$ cat src/lbp_pkg.sv
// Shared types and constants for the 3x3 local binary pattern stream block.
`default_nettype none
package lbp_pkg;

    localparam int LBP_MAX_WIDTH    = 2048;
    localparam int LBP_HEIGHT_LIMIT = 4096;
    localparam int LBP_WIDTH_RESET  = 640;
    localparam int LBP_HEIGHT_RESET = 480;

    localparam int PIX_W   = 8;
    localparam int ROW_W   = 12;
    localparam int CFG_W   = 13;
    localparam int IMG_W_W = 12;
    localparam int IMG_H_W = 13;

    localparam logic REG_IMAGE_WIDTH  = 1'b0;
    localparam logic REG_IMAGE_HEIGHT = 1'b1;

    typedef struct packed {
        logic [PIX_W-1:0] top;
        logic [PIX_W-1:0] mid;
        logic [PIX_W-1:0] bot;
    } lbp_col_t;

endpackage
`default_nettype wire

$ cat src/lbp_win_cell.sv
// One column cell of the 3x3 window, passing its column on at each shift.
`default_nettype none
module lbp_win_cell
    import lbp_pkg::*;
(
    input  wire logic     aclk,
    input  wire logic     aresetn,
    input  wire logic     shift,
    input  wire lbp_col_t col_in,
    output lbp_col_t      col_out
);

    lbp_col_t col_reg;

    always_ff @(posedge aclk) begin
        if (!aresetn) begin
            col_reg <= '0;
        end else if (shift) begin
            col_reg <= col_in;
        end
    end

    assign col_out = col_reg;

endmodule
`default_nettype wire

$ cat config.mk
export PLATFORM = sky130hd
export DESIGN_NAME = lbp_win_cell
export DESIGN_NICKNAME = d
export VERILOG_FILES = /design/src/lbp_pkg.sv /design/src/lbp_win_cell.sv
export SDC_FILE = /design/constraint.sdc
export NUM_CORES = 1
export LEC_CHECK = 0
export ABC_CLOCK_PERIOD_IN_PS = 2300
export BUFFER_PORTS_ARGS = -buffer_cell sky130_fd_sc_hd__buf_2
export CORE_MARGIN = 1.5
export CORE_UTILIZATION = 39
export CTS_BUF_LIST = sky130_fd_sc_hd__clkbuf_8
export DETAILED_ROUTE_END_ITERATION = 10
export PLACE_DENSITY = 0.72
export SLEW_MARGIN = 40
export SYNTH_ARGS = -nofsm -noshare
export SYNTH_HDL_FRONTEND = slang
export SYNTH_SLANG_ARGS = --single-unit
$ cat constraint.sdc
create_clock -name aclk -period 2.3 [get_ports aclk]
set_input_delay 0.46 -clock aclk [delete_from_list [all_inputs] [get_ports aclk]]
set_output_delay 0.46 -clock aclk [all_outputs]
set_load 0.005 [all_outputs]
==> impl_metrics.toml <==
[die]
initial_core_util_pct = 41.6
dieArea_um2 = 2690
rows = 17
die_y_um = 51.8
ioPinCount = 51
die_w_um = 51.8
coreArea_um2 = 2230

[job]
cap_violations = 0

[logic_synthesis]
seq_area_frac_synth_pct = 51.7
syn_area_um2 = 930
yosysWarnings = 0
netlist_instances = 77
yosysUniqueCellTypes = 6
synth_top_area_cell = "dfxtp_1"
synth.top_cell.area_share_pct = 51.7
syn_nets = 104
syn_avg_cell_area_um2 = 12.1
ys_ff_latch = 24
synthTopCellsByArea = "dfxtp_1 52%, mux2i_1 26%, nor2b_1 16%, buf_12 4.3%, buf_6 1.2%"

[clocking]
cts_tree = "built"
clock_sinks = 24
clock_path_buffers = 2
ctsHoldBuffers = 0
cts_resized = 0
cts_buffers = 3
path_clk_slew_ps = 80
htree_levels = 1
cts_setup_buffers = 0
ctsRootBufferMaster = "clkbuf_8"
clk_latency_ps = 250

[cells_and_area]
diodes = 0
layout_common_cells = "50 x buf_2, 24 x mux2i_1, 24 x nor2b_1, 24 x dfxtp_1, 3 x clkbuf_8"
areaGrowthSynthToFinish_pct = 32.0
fillers = 228
mostFrequentLayoutCell = "buf_2"
nets = 154
largest_reg_flops = 24
drive_above_1_share_pct = 42.9

[drt]
vias_per_cell = 4.37
wl_per_cell_um = 9.94
via_count = 673
ant_nets = 0
drc = 0
drt_iter0_markers = 4
firstDrtPassIters = 2
wl_mm = 1.53

[timing]
rsz0062_at_grt = "false"
tightestPinTransition_ps = 655
max_clock_freq_ghz = 0.857
finalHoldViolCount = 0
post-route-period-util_pct = 50.7
finalSetupViolCount = 0
fin_worst_skew_ps = 0
final.setup.tns_ps = 0
hold_ws_ps = 457
max-slew-margin-rel_pct = 56.4
worst_slack_ps = 1130
fin_crit_ps = 1170
final_max_slew_viol_count = 0

[worst_setup_path]
arrival_ps = 710
worstSetupPathType = "reg -> out"
crit_chain = "buf_2"
cp_top_family = "flip-flops"
cp_max_fo = 2
start_kind = "flip-flop"
critPathRequiredTime_ps = 1840
crit_buf_inv = 1
cp-end-kind = "primary output"
worst_path_max_delay_cell = "dfxtp_1"
max_stage_delay_ps = 340

[placement]
gp_congestion = 0.585
io_buffers = 50
dp_hpwl_mm = 1.18
dpl_worst_slack_ps = 836

[power_and_ir_drop]
p_per_area_nw_per_um2 = 741
vdd_drop_max_v = 0.000474
p_leak_nw = 0.641

[grt]
antenna_found_initial = 0
grt_overflow = 0
global_route.usage.total_pct = 13.0
grt_max_degree = 25
grt_pass1_vias = 614
grt_pass1_wl_mm = 2.66

[min_path]
hold_class = "in -> reg"

[status]
status = "finished, final reports clean"
==> final timing paths <==
path	startpoint	endpoint	depth (start not counted)	slack, ps
setup / recovery	col_out[20]	col_out[20]	1	1130
hold / removal	col_in[14]	col_out[14]	3	460
setup reg to reg	col_out[21]	col_out[21]	2	1690
hold reg to reg	col_out[1]	col_out[1]	2	510
==> cell type report <==
class / instances / area (µm²) / area share, %
clock buffers: 3 / 41.3 / 3.36
well taps: 28 / 35.0 / 2.85
flip-flops and latches: 24 / 480 / 39.1
clock inverters: 1 / 30.0 / 2.45
repair buffers: 50 / 250 / 20.4
multi-input cells: 48 / 390 / 31.8
==> per-stage QoR <==
| stage | total power [mW] | utilization, % | cells | cell area, µm² |
|---|---|---|---|---|
| 2_1_floorplan | 0.525 | - | 77 | 930 |
| 4_1_cts | 0.926 | 55.0 | 154 | 1230 |
| 3_3_place_gp | 0.565 | 51.8 | 150 | 1160 |
| 3_5_place_dp | 0.568 | 51.8 | 150 | 1160 |
| 5_1_grt | 0.959 | 55.0 | 154 | 1230 |
| 6_report | 0.910 | 55.0 | 154 | 1230 |
==> cells in the mapped netlist, drive strengths merged <==
master,instances
buf,3
nor2b,24
dfxtp,24
mux2i,24
clkbuf,2
==> per-layer routing <==
metal	share of wire [%]	wire (µm)	GRT usage (%)
met1	42	639	16.0
met2	51	777	22.6
met3	6.5	99	2.01
met4	0.92	14	5.26
met5	0	0	0
==> kinds of logic after synthesis <==
kind of cell | Yosys count | synth area share, %
buffers and inverters | 5 | 6.33
flip-flops | 24 | 51.7
multiplexers | 24 | 25.8
AND/OR/NAND/NOR | 24 | 16.2
==> power breakdown <==
| part | leakage [nW] | internal, mW | switching (mW) |
|---|---|---|---|
| Combinational | 0.407 | 0.0616 | 0.0430 |
| Clock | 0.0357 | 0.232 | 0.122 |
| Sequential | 0.198 | 0.440 | 0.0106 |
Power figures use the tool's default switching activity.
